## config.mk

```make
export PLATFORM = sky130hd
export DESIGN_NAME = load_cell_weight_calibration
export DESIGN_NICKNAME = d
export VERILOG_FILES = /design/src/rtl/lcwc_pkg.sv /design/src/rtl/lcwc_front.sv /design/src/rtl/lcwc_fifo.sv /design/src/rtl/lcwc_div.sv /design/src/rtl/lcwc_back.sv /design/src/rtl/load_cell_weight_calibration.sv
export SDC_FILE = /design/constraint.sdc
export NUM_CORES = 2
export LEC_CHECK = 0
export CAP_MARGIN = 0
export CORE_MARGIN = 3
export CORE_UTILIZATION = 30
export CTS_CLUSTER_DIAMETER = 120
export CTS_CLUSTER_SIZE = 28
export DETAILED_ROUTE_END_ITERATION = 7
export DONT_BUFFER_PORTS = 1
export PLACE_DENSITY = 0.51
export SYNTH_ARGS = -nofsm -noshare
export SYNTH_HDL_FRONTEND = slang
export SYNTH_HIERARCHICAL = 1
export SYNTH_SLANG_ARGS = --single-unit
```

## constraint.sdc

```tcl
create_clock -name clk_i -period 11.35 [get_ports clk_i]
set_input_delay 2.27 -clock clk_i [delete_from_list [all_inputs] [get_ports clk_i]]
set_output_delay 2.27 -clock clk_i [all_outputs]
set_load 0.02 [all_outputs]
```

## src/rtl/lcwc_pkg.sv

```systemverilog
// shared types and constants for the load cell weight calibration block
package lcwc_pkg;

  localparam int CHANNELS = 2;
  localparam int QDEPTH   = 2;
  localparam int CFG_AW   = 4;

  // floor(x / 1000) == (x * WEIGHT_RECIP) >> WEIGHT_SHIFT for any 32-bit x
  localparam logic [28:0] WEIGHT_RECIP = 29'd274877907;
  localparam int          WEIGHT_SHIFT = 38;
  localparam logic [31:0] MASS_MUL     = 32'd1000;

  typedef enum logic [1:0] {
    REG_MASS   = 2'd0,
    REG_CAL_CH = 2'd1,
    REG_ROLL   = 2'd2,
    REG_NONE   = 2'd3
  } reg_e;

  typedef enum logic [1:0] {
    REQ_SAMPLE = 2'd0,
    REQ_NOLOAD = 2'd1,
    REQ_LOADED = 2'd2,
    REQ_UNUSED = 2'd3
  } req_e;

  typedef enum logic [2:0] {
    ST_IDLE,
    ST_MUL,
    ST_ADD,
    ST_RECIP,
    ST_DIV,
    ST_QUOT,
    ST_OFFSET,
    ST_OUT
  } state_e;

  typedef struct packed {
    logic [15:0] mass;
    logic        cal_ch;
    logic [15:0] roll;
  } cfg_t;

  typedef struct packed {
    req_e        kind;
    logic        ch;
    logic [15:0] raw;
  } entry_t;

  typedef struct packed {
    logic        ch;
    logic [15:0] raw;
    logic [15:0] weight;
    logic [15:0] fil;
    logic        done;
    logic        err;
  } result_t;

endpackage

```

## src/rtl/lcwc_front.sv

```systemverilog
// front end: accepts requests, classifies them and assigns the sample channel
module lcwc_front (
  input  logic            clk_i,
  input  logic            rst_ni,
  input  logic            in_valid_i,
  output logic            in_ready_o,
  input  logic [1:0]      req_type_i,
  input  logic [23:0]     adc_word_i,
  input  lcwc_pkg::cfg_t  cfg_i,
  input  logic            full_i,
  output logic            push_o,
  output lcwc_pkg::entry_t entry_o
);
  import lcwc_pkg::*;

  logic cur_ch_q, cur_ch_d;
  req_e kind;

  assign kind       = req_e'(req_type_i);
  assign in_ready_o = !full_i;
  assign push_o     = in_valid_i && !full_i;

  always_comb begin
    entry_o.kind = kind;
    entry_o.ch   = 1'b0;
    entry_o.raw  = '0;
    case (kind)
      REQ_SAMPLE: begin
        entry_o.ch  = cur_ch_q;
        entry_o.raw = adc_word_i[23:8];
      end
      REQ_NOLOAD, REQ_LOADED: begin
        entry_o.ch = cfg_i.cal_ch;
      end
      default: begin
        entry_o.kind = REQ_UNUSED;
      end
    endcase
  end

  assign cur_ch_d = (push_o && kind == REQ_SAMPLE) ? ~cur_ch_q : cur_ch_q;

  always_ff @(posedge clk_i or negedge rst_ni) begin
    if (!rst_ni) begin
      cur_ch_q <= 1'b0;
    end else begin
      cur_ch_q <= cur_ch_d;
    end
  end

endmodule

```

## src/rtl/lcwc_fifo.sv

```systemverilog
// short request queue between front and back end
module lcwc_fifo (
  input  logic             clk_i,
  input  logic             rst_ni,
  input  logic             push_i,
  input  lcwc_pkg::entry_t entry_i,
  output logic             full_o,
  input  logic             pop_i,
  output logic             valid_o,
  output lcwc_pkg::entry_t entry_o
);
  import lcwc_pkg::*;

  localparam int PTR_W = (QDEPTH > 1) ? $clog2(QDEPTH) : 1;

  entry_t           mem_q [QDEPTH];
  logic [PTR_W-1:0] wr_ptr_q, wr_ptr_d, rd_ptr_q, rd_ptr_d;
  logic [PTR_W:0]   cnt_q, cnt_d;
  logic             do_push, do_pop;

  assign full_o  = (cnt_q == (PTR_W+1)'(QDEPTH));
  assign valid_o = (cnt_q != '0);
  assign entry_o = mem_q[rd_ptr_q];
  assign do_push = push_i && !full_o;
  assign do_pop  = pop_i && valid_o;

  always_comb begin
    wr_ptr_d = wr_ptr_q;
    rd_ptr_d = rd_ptr_q;
    cnt_d    = cnt_q;
    if (do_push) begin
      wr_ptr_d = (wr_ptr_q == PTR_W'(QDEPTH-1)) ? '0 : wr_ptr_q + PTR_W'(1);
    end
    if (do_pop) begin
      rd_ptr_d = (rd_ptr_q == PTR_W'(QDEPTH-1)) ? '0 : rd_ptr_q + PTR_W'(1);
    end
    if (do_push && !do_pop) begin
      cnt_d = cnt_q + (PTR_W+1)'(1);
    end else if (do_pop && !do_push) begin
      cnt_d = cnt_q - (PTR_W+1)'(1);
    end
  end

  always_ff @(posedge clk_i or negedge rst_ni) begin
    if (!rst_ni) begin
      wr_ptr_q <= '0;
      rd_ptr_q <= '0;
      cnt_q    <= '0;
    end else begin
      wr_ptr_q <= wr_ptr_d;
      rd_ptr_q <= rd_ptr_d;
      cnt_q    <= cnt_d;
    end
  end

  always_ff @(posedge clk_i) begin
    if (do_push) begin
      mem_q[wr_ptr_q] <= entry_i;
    end
  end

endmodule

```

## src/rtl/lcwc_div.sv

```systemverilog
// 32-bit unsigned restoring divider, one quotient bit per cycle
module lcwc_div (
  input  logic        clk_i,
  input  logic        rst_ni,
  input  logic        start_i,
  input  logic [31:0] dividend_i,
  input  logic [31:0] divisor_i,
  output logic        done_o,
  output logic [31:0] quot_o
);
  import lcwc_pkg::*;

  logic        busy_q, busy_d, done_q, done_d;
  logic [4:0]  cnt_q, cnt_d;
  logic [31:0] rem_q, rem_d, quo_q, quo_d, dsr_q, dsr_d;
  logic [32:0] trial;
  logic [32:0] shifted;

  assign shifted = {rem_q, quo_q[31]};
  assign trial   = shifted - {1'b0, dsr_q};
  assign done_o  = done_q;
  assign quot_o  = quo_q;

  always_comb begin
    busy_d = busy_q;
    done_d = 1'b0;
    cnt_d  = cnt_q;
    rem_d  = rem_q;
    quo_d  = quo_q;
    dsr_d  = dsr_q;
    if (start_i) begin
      busy_d = 1'b1;
      cnt_d  = '0;
      rem_d  = '0;
      quo_d  = dividend_i;
      dsr_d  = divisor_i;
    end else if (busy_q) begin
      if (!trial[32]) begin
        rem_d = trial[31:0];
        quo_d = {quo_q[30:0], 1'b1};
      end else begin
        rem_d = shifted[31:0];
        quo_d = {quo_q[30:0], 1'b0};
      end
      cnt_d = cnt_q + 5'd1;
      if (cnt_q == 5'd31) begin
        busy_d = 1'b0;
        done_d = 1'b1;
      end
    end
  end

  always_ff @(posedge clk_i or negedge rst_ni) begin
    if (!rst_ni) begin
      busy_q <= 1'b0;
      done_q <= 1'b0;
      cnt_q  <= '0;
    end else begin
      busy_q <= busy_d;
      done_q <= done_d;
      cnt_q  <= cnt_d;
    end
  end

  always_ff @(posedge clk_i) begin
    rem_q <= rem_d;
    quo_q <= quo_d;
    dsr_q <= dsr_d;
  end

endmodule

```

## src/rtl/lcwc_back.sv

```systemverilog
// back end: weight conversion, calibration sequencer and output register
module lcwc_back (
  input  logic              clk_i,
  input  logic              rst_ni,
  input  lcwc_pkg::cfg_t    cfg_i,
  input  logic              q_valid_i,
  input  lcwc_pkg::entry_t  q_entry_i,
  output logic              pop_o,
  output logic              out_valid_o,
  input  logic              out_ready_i,
  output lcwc_pkg::result_t out_o
);
  import lcwc_pkg::*;

  state_e      state_q, state_d;
  req_e        kind_q, kind_d;
  logic        ch_q, ch_d;
  logic        neg_q, neg_d;
  logic [31:0] prod_q, prod_d;
  logic [15:0] wq_q, wq_d;
  result_t     res_q, res_d, out_q, out_d;
  logic        ovalid_q, ovalid_d;

  logic [15:0] last_raw_q [CHANNELS];
  logic [15:0] last_raw_d [CHANNELS];
  logic [15:0] scale_q    [CHANNELS];
  logic [15:0] scale_d    [CHANNELS];
  logic [31:0] zoff_q     [CHANNELS];
  logic [31:0] zoff_d     [CHANNELS];
  logic [15:0] noload_q, noload_d;

  logic               div_start, div_done;
  logic [31:0]        div_dividend, div_divisor, div_quot;
  logic [15:0]        mul_a;
  logic signed [15:0] mul_b;
  logic signed [32:0] mul_full;
  logic [60:0]        recip_full;
  logic [31:0]        diff, acc;
  logic [15:0]        qs;
  logic [15:0]        sel_raw;
  logic               out_free;

  assign mul_full    = $signed({1'b0, mul_a}) * mul_b;
  assign recip_full  = {29'd0, prod_q} * {32'd0, WEIGHT_RECIP};
  assign sel_raw     = last_raw_q[q_entry_i.ch];
  assign diff        = {{16{sel_raw[15]}}, sel_raw} - {{16{noload_q[15]}}, noload_q};
  assign acc         = prod_q + zoff_q[ch_q];
  assign qs          = neg_q ? (16'd0 - wq_q) : wq_q;
  assign out_free    = !ovalid_q || out_ready_i;
  assign out_valid_o = ovalid_q;
  assign out_o       = out_q;

  lcwc_div u_div (
    .clk_i      (clk_i),
    .rst_ni     (rst_ni),
    .start_i    (div_start),
    .dividend_i (div_dividend),
    .divisor_i  (div_divisor),
    .done_o     (div_done),
    .quot_o     (div_quot)
  );

  always_comb begin
    state_d = state_q;
    case (state_q)
      ST_IDLE: begin
        if (q_valid_i) begin
          case (q_entry_i.kind)
            REQ_SAMPLE: state_d = ST_MUL;
            REQ_LOADED: state_d = (diff == '0) ? ST_OUT : ST_DIV;
            default:    state_d = ST_OUT;
          endcase
        end
      end
      ST_MUL:    state_d = ST_ADD;
      ST_ADD:    state_d = ST_RECIP;
      ST_RECIP:  state_d = ST_QUOT;
      ST_DIV:    state_d = div_done ? ST_QUOT : ST_DIV;
      ST_QUOT:   state_d = (kind_q == REQ_LOADED) ? ST_OFFSET : ST_OUT;
      ST_OFFSET: state_d = ST_OUT;
      ST_OUT:    state_d = out_free ? ST_IDLE : ST_OUT;
      default:   state_d = ST_IDLE;
    endcase
  end

  always_comb begin
    pop_o        = 1'b0;
    div_start    = 1'b0;
    div_dividend = '0;
    div_divisor  = '0;
    mul_a        = '0;
    mul_b        = '0;
    kind_d       = kind_q;
    ch_d         = ch_q;
    neg_d        = neg_q;
    prod_d       = prod_q;
    wq_d         = wq_q;
    res_d        = res_q;
    out_d        = out_q;
    ovalid_d     = ovalid_q && !out_ready_i;
    last_raw_d   = last_raw_q;
    scale_d      = scale_q;
    zoff_d       = zoff_q;
    noload_d     = noload_q;
    case (state_q)
      ST_IDLE: begin
        if (q_valid_i) begin
          pop_o     = 1'b1;
          kind_d    = q_entry_i.kind;
          ch_d      = q_entry_i.ch;
          res_d     = '0;
          res_d.ch  = q_entry_i.ch;
          case (q_entry_i.kind)
            REQ_SAMPLE: begin
              res_d.raw                     = q_entry_i.raw;
              last_raw_d[q_entry_i.ch]      = q_entry_i.raw;
            end
            REQ_NOLOAD: begin
              res_d.raw = sel_raw;
              noload_d  = sel_raw;
            end
            REQ_LOADED: begin
              res_d.raw = sel_raw;
              if (diff == '0) begin
                res_d.err = 1'b1;
              end else begin
                div_start    = 1'b1;
                div_dividend = {16'd0, cfg_i.mass} * MASS_MUL;
                div_divisor  = diff;
              end
            end
            default: begin
              res_d.ch = 1'b0;
            end
          endcase
        end
      end
      ST_MUL: begin
        mul_a  = scale_q[ch_q];
        mul_b  = res_q.raw;
        prod_d = mul_full[31:0];
      end
      ST_ADD: begin
        neg_d  = acc[31];
        prod_d = acc[31] ? (32'd0 - acc) : acc;
      end
      ST_RECIP: begin
        wq_d = recip_full[WEIGHT_SHIFT +: 16];
      end
      ST_QUOT: begin
        if (kind_q == REQ_LOADED) begin
          scale_d[ch_q] = div_quot[15:0];
          res_d.done    = 1'b1;
          mul_a         = div_quot[15:0];
          mul_b         = noload_q;
          prod_d        = mul_full[31:0];
        end else begin
          res_d.weight = qs;
          res_d.fil    = qs - cfg_i.roll;
        end
      end
      ST_OFFSET: begin
        zoff_d[ch_q] = 32'd0 - prod_q;
      end
      ST_OUT: begin
        if (out_free) begin
          out_d    = res_q;
          ovalid_d = 1'b1;
        end
      end
      default: begin
      end
    endcase
  end

  always_ff @(posedge clk_i or negedge rst_ni) begin
    if (!rst_ni) begin
      state_q    <= ST_IDLE;
      ovalid_q   <= 1'b0;
      noload_q   <= '0;
      last_raw_q <= '{default: '0};
      scale_q    <= '{default: '0};
      zoff_q     <= '{default: '0};
    end else begin
      state_q    <= state_d;
      ovalid_q   <= ovalid_d;
      noload_q   <= noload_d;
      last_raw_q <= last_raw_d;
      scale_q    <= scale_d;
      zoff_q     <= zoff_d;
    end
  end

  always_ff @(posedge clk_i) begin
    kind_q <= kind_d;
    ch_q   <= ch_d;
    neg_q  <= neg_d;
    prod_q <= prod_d;
    wq_q   <= wq_d;
    res_q  <= res_d;
    out_q  <= out_d;
  end

endmodule

```

## src/rtl/load_cell_weight_calibration.sv

```systemverilog
// top level of the two-channel load cell weight converter with calibration
//
// requests enter on the in channel (req_type_i, adc_word_i) with valid/ready;
// one result per request leaves on the out channel, in request order
// sample requests go to channels 0 and 1 in turn; calibration requests use
// the channel in the cal_channel register
// registers on the apb port: 0 calibration_mass, 4 cal_channel, 8 roll_weight
// a front end classifies each transaction into a two-entry queue; the back end
// runs them one at a time through a multiplier, a reciprocal multiply for the
// division by 1000 and a 32-bit divider for the calibration scale
// a sample runs through multiply, add, reciprocal and quotient; a loaded-code
// request waits on the 32 steps of the divider; others go straight to output
// while the back end works, up to two more requests are queued
// a result waits in the output register while the receiver stalls; the back
// end then holds its next result and the queue fills before in_ready_o drops
// reset clears the registers, channel, raw codes and calibration constants
module load_cell_weight_calibration (
  input  logic                  clk_i,
  input  logic                  rst_ni,
  input  logic                  psel,
  input  logic                  penable,
  input  logic                  pwrite,
  input  logic [lcwc_pkg::CFG_AW-1:0] paddr,
  input  logic [31:0]           pwdata,
  output logic [31:0]           prdata,
  output logic                  pready,
  input  logic                  in_valid_i,
  output logic                  in_ready_o,
  input  logic [1:0]            req_type_i,
  input  logic [23:0]           adc_word_i,
  output logic                  out_valid_o,
  input  logic                  out_ready_i,
  output logic                  channel_o,
  output logic signed [15:0]    raw_code_o,
  output logic [15:0]           weight_o,
  output logic [15:0]           filament_weight_o,
  output logic                  calib_done_o,
  output logic                  calib_error_o
);
  import lcwc_pkg::*;

  cfg_t    cfg_q, cfg_d;
  reg_e    reg_sel;
  logic    cfg_wr;
  logic    push, full, pop, q_valid;
  entry_t  push_entry, q_entry;
  result_t result;

  assign pready  = 1'b1;
  assign reg_sel = reg_e'(paddr[3:2]);
  assign cfg_wr  = psel && penable && pwrite && pready;

  always_comb begin
    cfg_d = cfg_q;
    if (cfg_wr) begin
      case (reg_sel)
        REG_MASS:   cfg_d.mass   = pwdata[15:0];
        REG_CAL_CH: cfg_d.cal_ch = pwdata[0];
        REG_ROLL:   cfg_d.roll   = pwdata[15:0];
        default: begin
        end
      endcase
    end
  end

  always_comb begin
    case (reg_sel)
      REG_MASS:   prdata = {16'd0, cfg_q.mass};
      REG_CAL_CH: prdata = {31'd0, cfg_q.cal_ch};
      REG_ROLL:   prdata = {16'd0, cfg_q.roll};
      default:    prdata = '0;
    endcase
  end

  always_ff @(posedge clk_i or negedge rst_ni) begin
    if (!rst_ni) begin
      cfg_q <= '0;
    end else begin
      cfg_q <= cfg_d;
    end
  end

  lcwc_front u_front (
    .clk_i      (clk_i),
    .rst_ni     (rst_ni),
    .in_valid_i (in_valid_i),
    .in_ready_o (in_ready_o),
    .req_type_i (req_type_i),
    .adc_word_i (adc_word_i),
    .cfg_i      (cfg_q),
    .full_i     (full),
    .push_o     (push),
    .entry_o    (push_entry)
  );

  lcwc_fifo u_fifo (
    .clk_i   (clk_i),
    .rst_ni  (rst_ni),
    .push_i  (push),
    .entry_i (push_entry),
    .full_o  (full),
    .pop_i   (pop),
    .valid_o (q_valid),
    .entry_o (q_entry)
  );

  lcwc_back u_back (
    .clk_i       (clk_i),
    .rst_ni      (rst_ni),
    .cfg_i       (cfg_q),
    .q_valid_i   (q_valid),
    .q_entry_i   (q_entry),
    .pop_o       (pop),
    .out_valid_o (out_valid_o),
    .out_ready_i (out_ready_i),
    .out_o       (result)
  );

  assign channel_o         = result.ch;
  assign raw_code_o        = result.raw;
  assign weight_o          = result.weight;
  assign filament_weight_o = result.fil;
  assign calib_done_o      = result.done;
  assign calib_error_o     = result.err;

endmodule
```

==> reports/metrics.yaml <==
floorplanning:
  num_io_pins: 155
  die_y_um: 419
  start_util_pct: 30.4
  core_area_sq_um: 168000
  rows: 150
  dieArea_sq_um: 176000
  die_w_um: 419
cts:
  cts_sinks: 481
  cts_made_buffers: 27
  clk_pin_slew_ns: 0.11
  insertion_delay_ns: 0.64
  cts_tree: "built"
  cts_resized: 0
  post_cts_buffers: 0
  root_buffer: "clkbuf_16"
  hold_buffers: 0
  cts_buffer_depth: 3
  h-tree-depth: 1
route:
  wire_per_inst_um: 18.9
  finalWirelength_um: 137000
  via_per_inst: 4.75
  dr.pass1.iters: 7
  drc: 0
  postRouteAntennaNets: 0
  vias: 34400
  dr.first_iter.drc_count: 2090
sta:
  hold_viol_final: 0
  rsz0062_at_grt: "false"
  fmax_mhz: 105
  setup_tns_ns: 0
  fin_skew_ns: 0.0388
  max_slew_margin_pct: 8.91
  fin_crit_sh_pct: 83.9
  period_needed_ns: 9.52
  worst_pin_slew_ns: 1.35
  maxSlewViolCount: 0
  finalSetupViolCount: 0
job:
  drv_cap: 0
setup_path:
  crit_fanout: 27
  critPathRequiredTime_ns: 11.83
  cp-end-kind: "flop"
  worstRegToRegCells: 30
  critPathKind: "reg2reg"
  critPathArrivalTime_ns: 10.00
  crit_path_frequent_cell: "fa_1"
  cp_top_family: "adder cells"
  r2r-start: "u_back/state_q[0]"
  r2r-end: "u_back/prod_q[30]"
  start_kind: "flop"
  slowest_delay_ns: 0.64
  cp_num_cells: 30
  path_buf_inv: 6
  slowest_stage: "nor2b_1"
  reg2reg_slack_ns: 1.83
layout:
  syn2layout_area_growth_pct: 7.06
  layout.nets: 6299
  final_layout_size_suffix_gt1_share_pct: 7.53
  fillers: 17200
  diodes: 0
run_status:
  outcome: "complete, no violations"
synthesis:
  ys_seq_elements: 481
  ys_types: 106
  synth_area_leaders: "fa_1, ha_1, edfxtp_1, dfrtp_1, inv_1"
  syn_area_sq_um: 51200
  synth_top_flop_cell: "edfxtp_1"
  synth_common_cells: "inv_1, ha_1, fa_1"
  yosysSeqAreaShare_pct: 25.7
  synthArstFlopShare_pct: 40.1
  synth_top_area_share_pct: 21.4
  yosys_warnings: 6
  synth.most_common_cell: "inv_1"
  syn_inst: 5043
  avgSynthCellArea_sq_um: 10.1
  yosysTopAreaCell: "fa_1"
  synth-edff-count: 256
grt:
  grt_overflow: 0
  grt_antenna_before_repair: 0
  gr-usage-all-layers_pct: 15.8
  grt_pass1_vias: 35500
  grt_max_degree: 194
  grt_pass1_wl_um: 216000
worst_hold_path:
  hold_path_class: "reg2reg"
  min_from: "u_back/res_q[7]"
  min_to: "u_back/out_o[7]"
  hold-path-cell-count: 0
placed_design:
  post-dp-hpwl_um: 112000
  gp_congestion: 0.928
  port_buffers: 0
placed cells by master, fill, tap and decap left out, types with 59 or more instances in the layout:
master	synthesis	layout
inv_1	924	923
ha_1	667	667
fa_1	548	548
nand2_1	407	406
nor2_1	348	345
edfxtp_1	256	256
o21ai_0	196	193
dfrtp_1	193	191
mux2_2	168	168
xnor2_1	154	154
a21oi_1	138	137
and2_1	60	60
xor2_1	59	59
worst reg2reg max path: cells and delay by family (launching register included):
kind            cells  cell delay, ns
fa+ha+maj           7            3.59
simple gates       12            2.88
buf+inv             6            1.41
compound gates      4            0.64
flops               1            0.57
xor+xnor            1            0.32
registers in the layout, summed over array words and instances (netlist names), 5 cells and up:
register             count
u_back/out_o            51
u_back/u_div/dsr_q      32
u_back/prod_q           32
u_back/u_div/rem_q      32
u_back/wq_q             16
u_back/u_div/cnt_q       5
u_back/res_q            51
u_back/last_raw_q       32
u_fifo/mem_q            38
u_back/zoff_q           64
cfg_q                   33
u_back/u_div/quot_o     32
u_back/scale_q          32
u_back/noload_q         16
cell families (layout without fill, tap and decap cells):
| logic type | Yosys count | after routing | share of synthesized area [%] |
|---|---|---|---|
| AOI/OAI and AO/OA | 695 | 695 | 8.97 |
| xor gates and xnor gates | 220 | 220 | 3.87 |
| adders and majority gates | 1215 | 1215 | 37.7 |
| buffers and inverters | 1063 | 1032 | 8.10 |
| DFF | 481 | 481 | 25.7 |
| muxes | 240 | 240 | 5.39 |
| other | 3 | 26 | 0.0220 |
| and+or+nand+nor | 1126 | 1126 | 10.2 |
cell type report:
class / count / area [sq um] / area share [%]
sequential: 481 / 13200 / 24.0
multi-input combinational: 3522 / 34000 / 62.1
clock inverter: 13 / 249 / 0.454
clock buffer: 36 / 719 / 1.31
timing repair buffer: 57 / 428 / 0.781
inverter: 926 / 3480 / 6.35
tap: 2204 / 2760 / 5.03
worst max path at each step:
stage / startpoint / to / slack (ns)
3_5_place_dp: u_back/state_q[0] / u_back/prod_q[24] / 1.80
3_3_place_gp: u_back/state_q[0] / u_back/prod_q[24] / 1.82
2_1_floorplan: u_back/state_q[0] / u_back/prod_q[30] / 3.58
4_1_cts: u_back/state_q[0] / u_back/prod_q[30] / 1.76
5_1_grt: u_back/state_q[0] / u_back/prod_q[31] / 1.09
6_report: u_back/state_q[0] / u_back/prod_q[30] / 1.83
routing by layer:
layer | part of all wire (%) | up-vias | global-route usage [%]
li1 | - | 16500 | -
met1 | 47 | 17200 | 22.4
met2 | 46 | 521 | 26.0
met3 | 3.9 | 109 | 1.69
met4 | 2.2 | 0 | 3.00
met5 | 0 | - | 0
per-stage QoR:
step	setup WS (ns)	hold WS, ns	instances	cell area (sq um)	util [%]
final	1.83	0.426	7239	54800	32.5
after global routing	1.09	0.428	7239	54800	32.5
after CTS	1.76	0.421	7239	54800	32.5
after detailed placement	1.80	0.405	7190	53800	32.0
after global placement	1.82	0.402	7190	53800	32.0
after floorplan	3.58	0.400	5066	51300	-
Power is left out: the tool's default activity adds up to more than one toggle a clock period on the data nets, which glitch-free logic cannot reach.
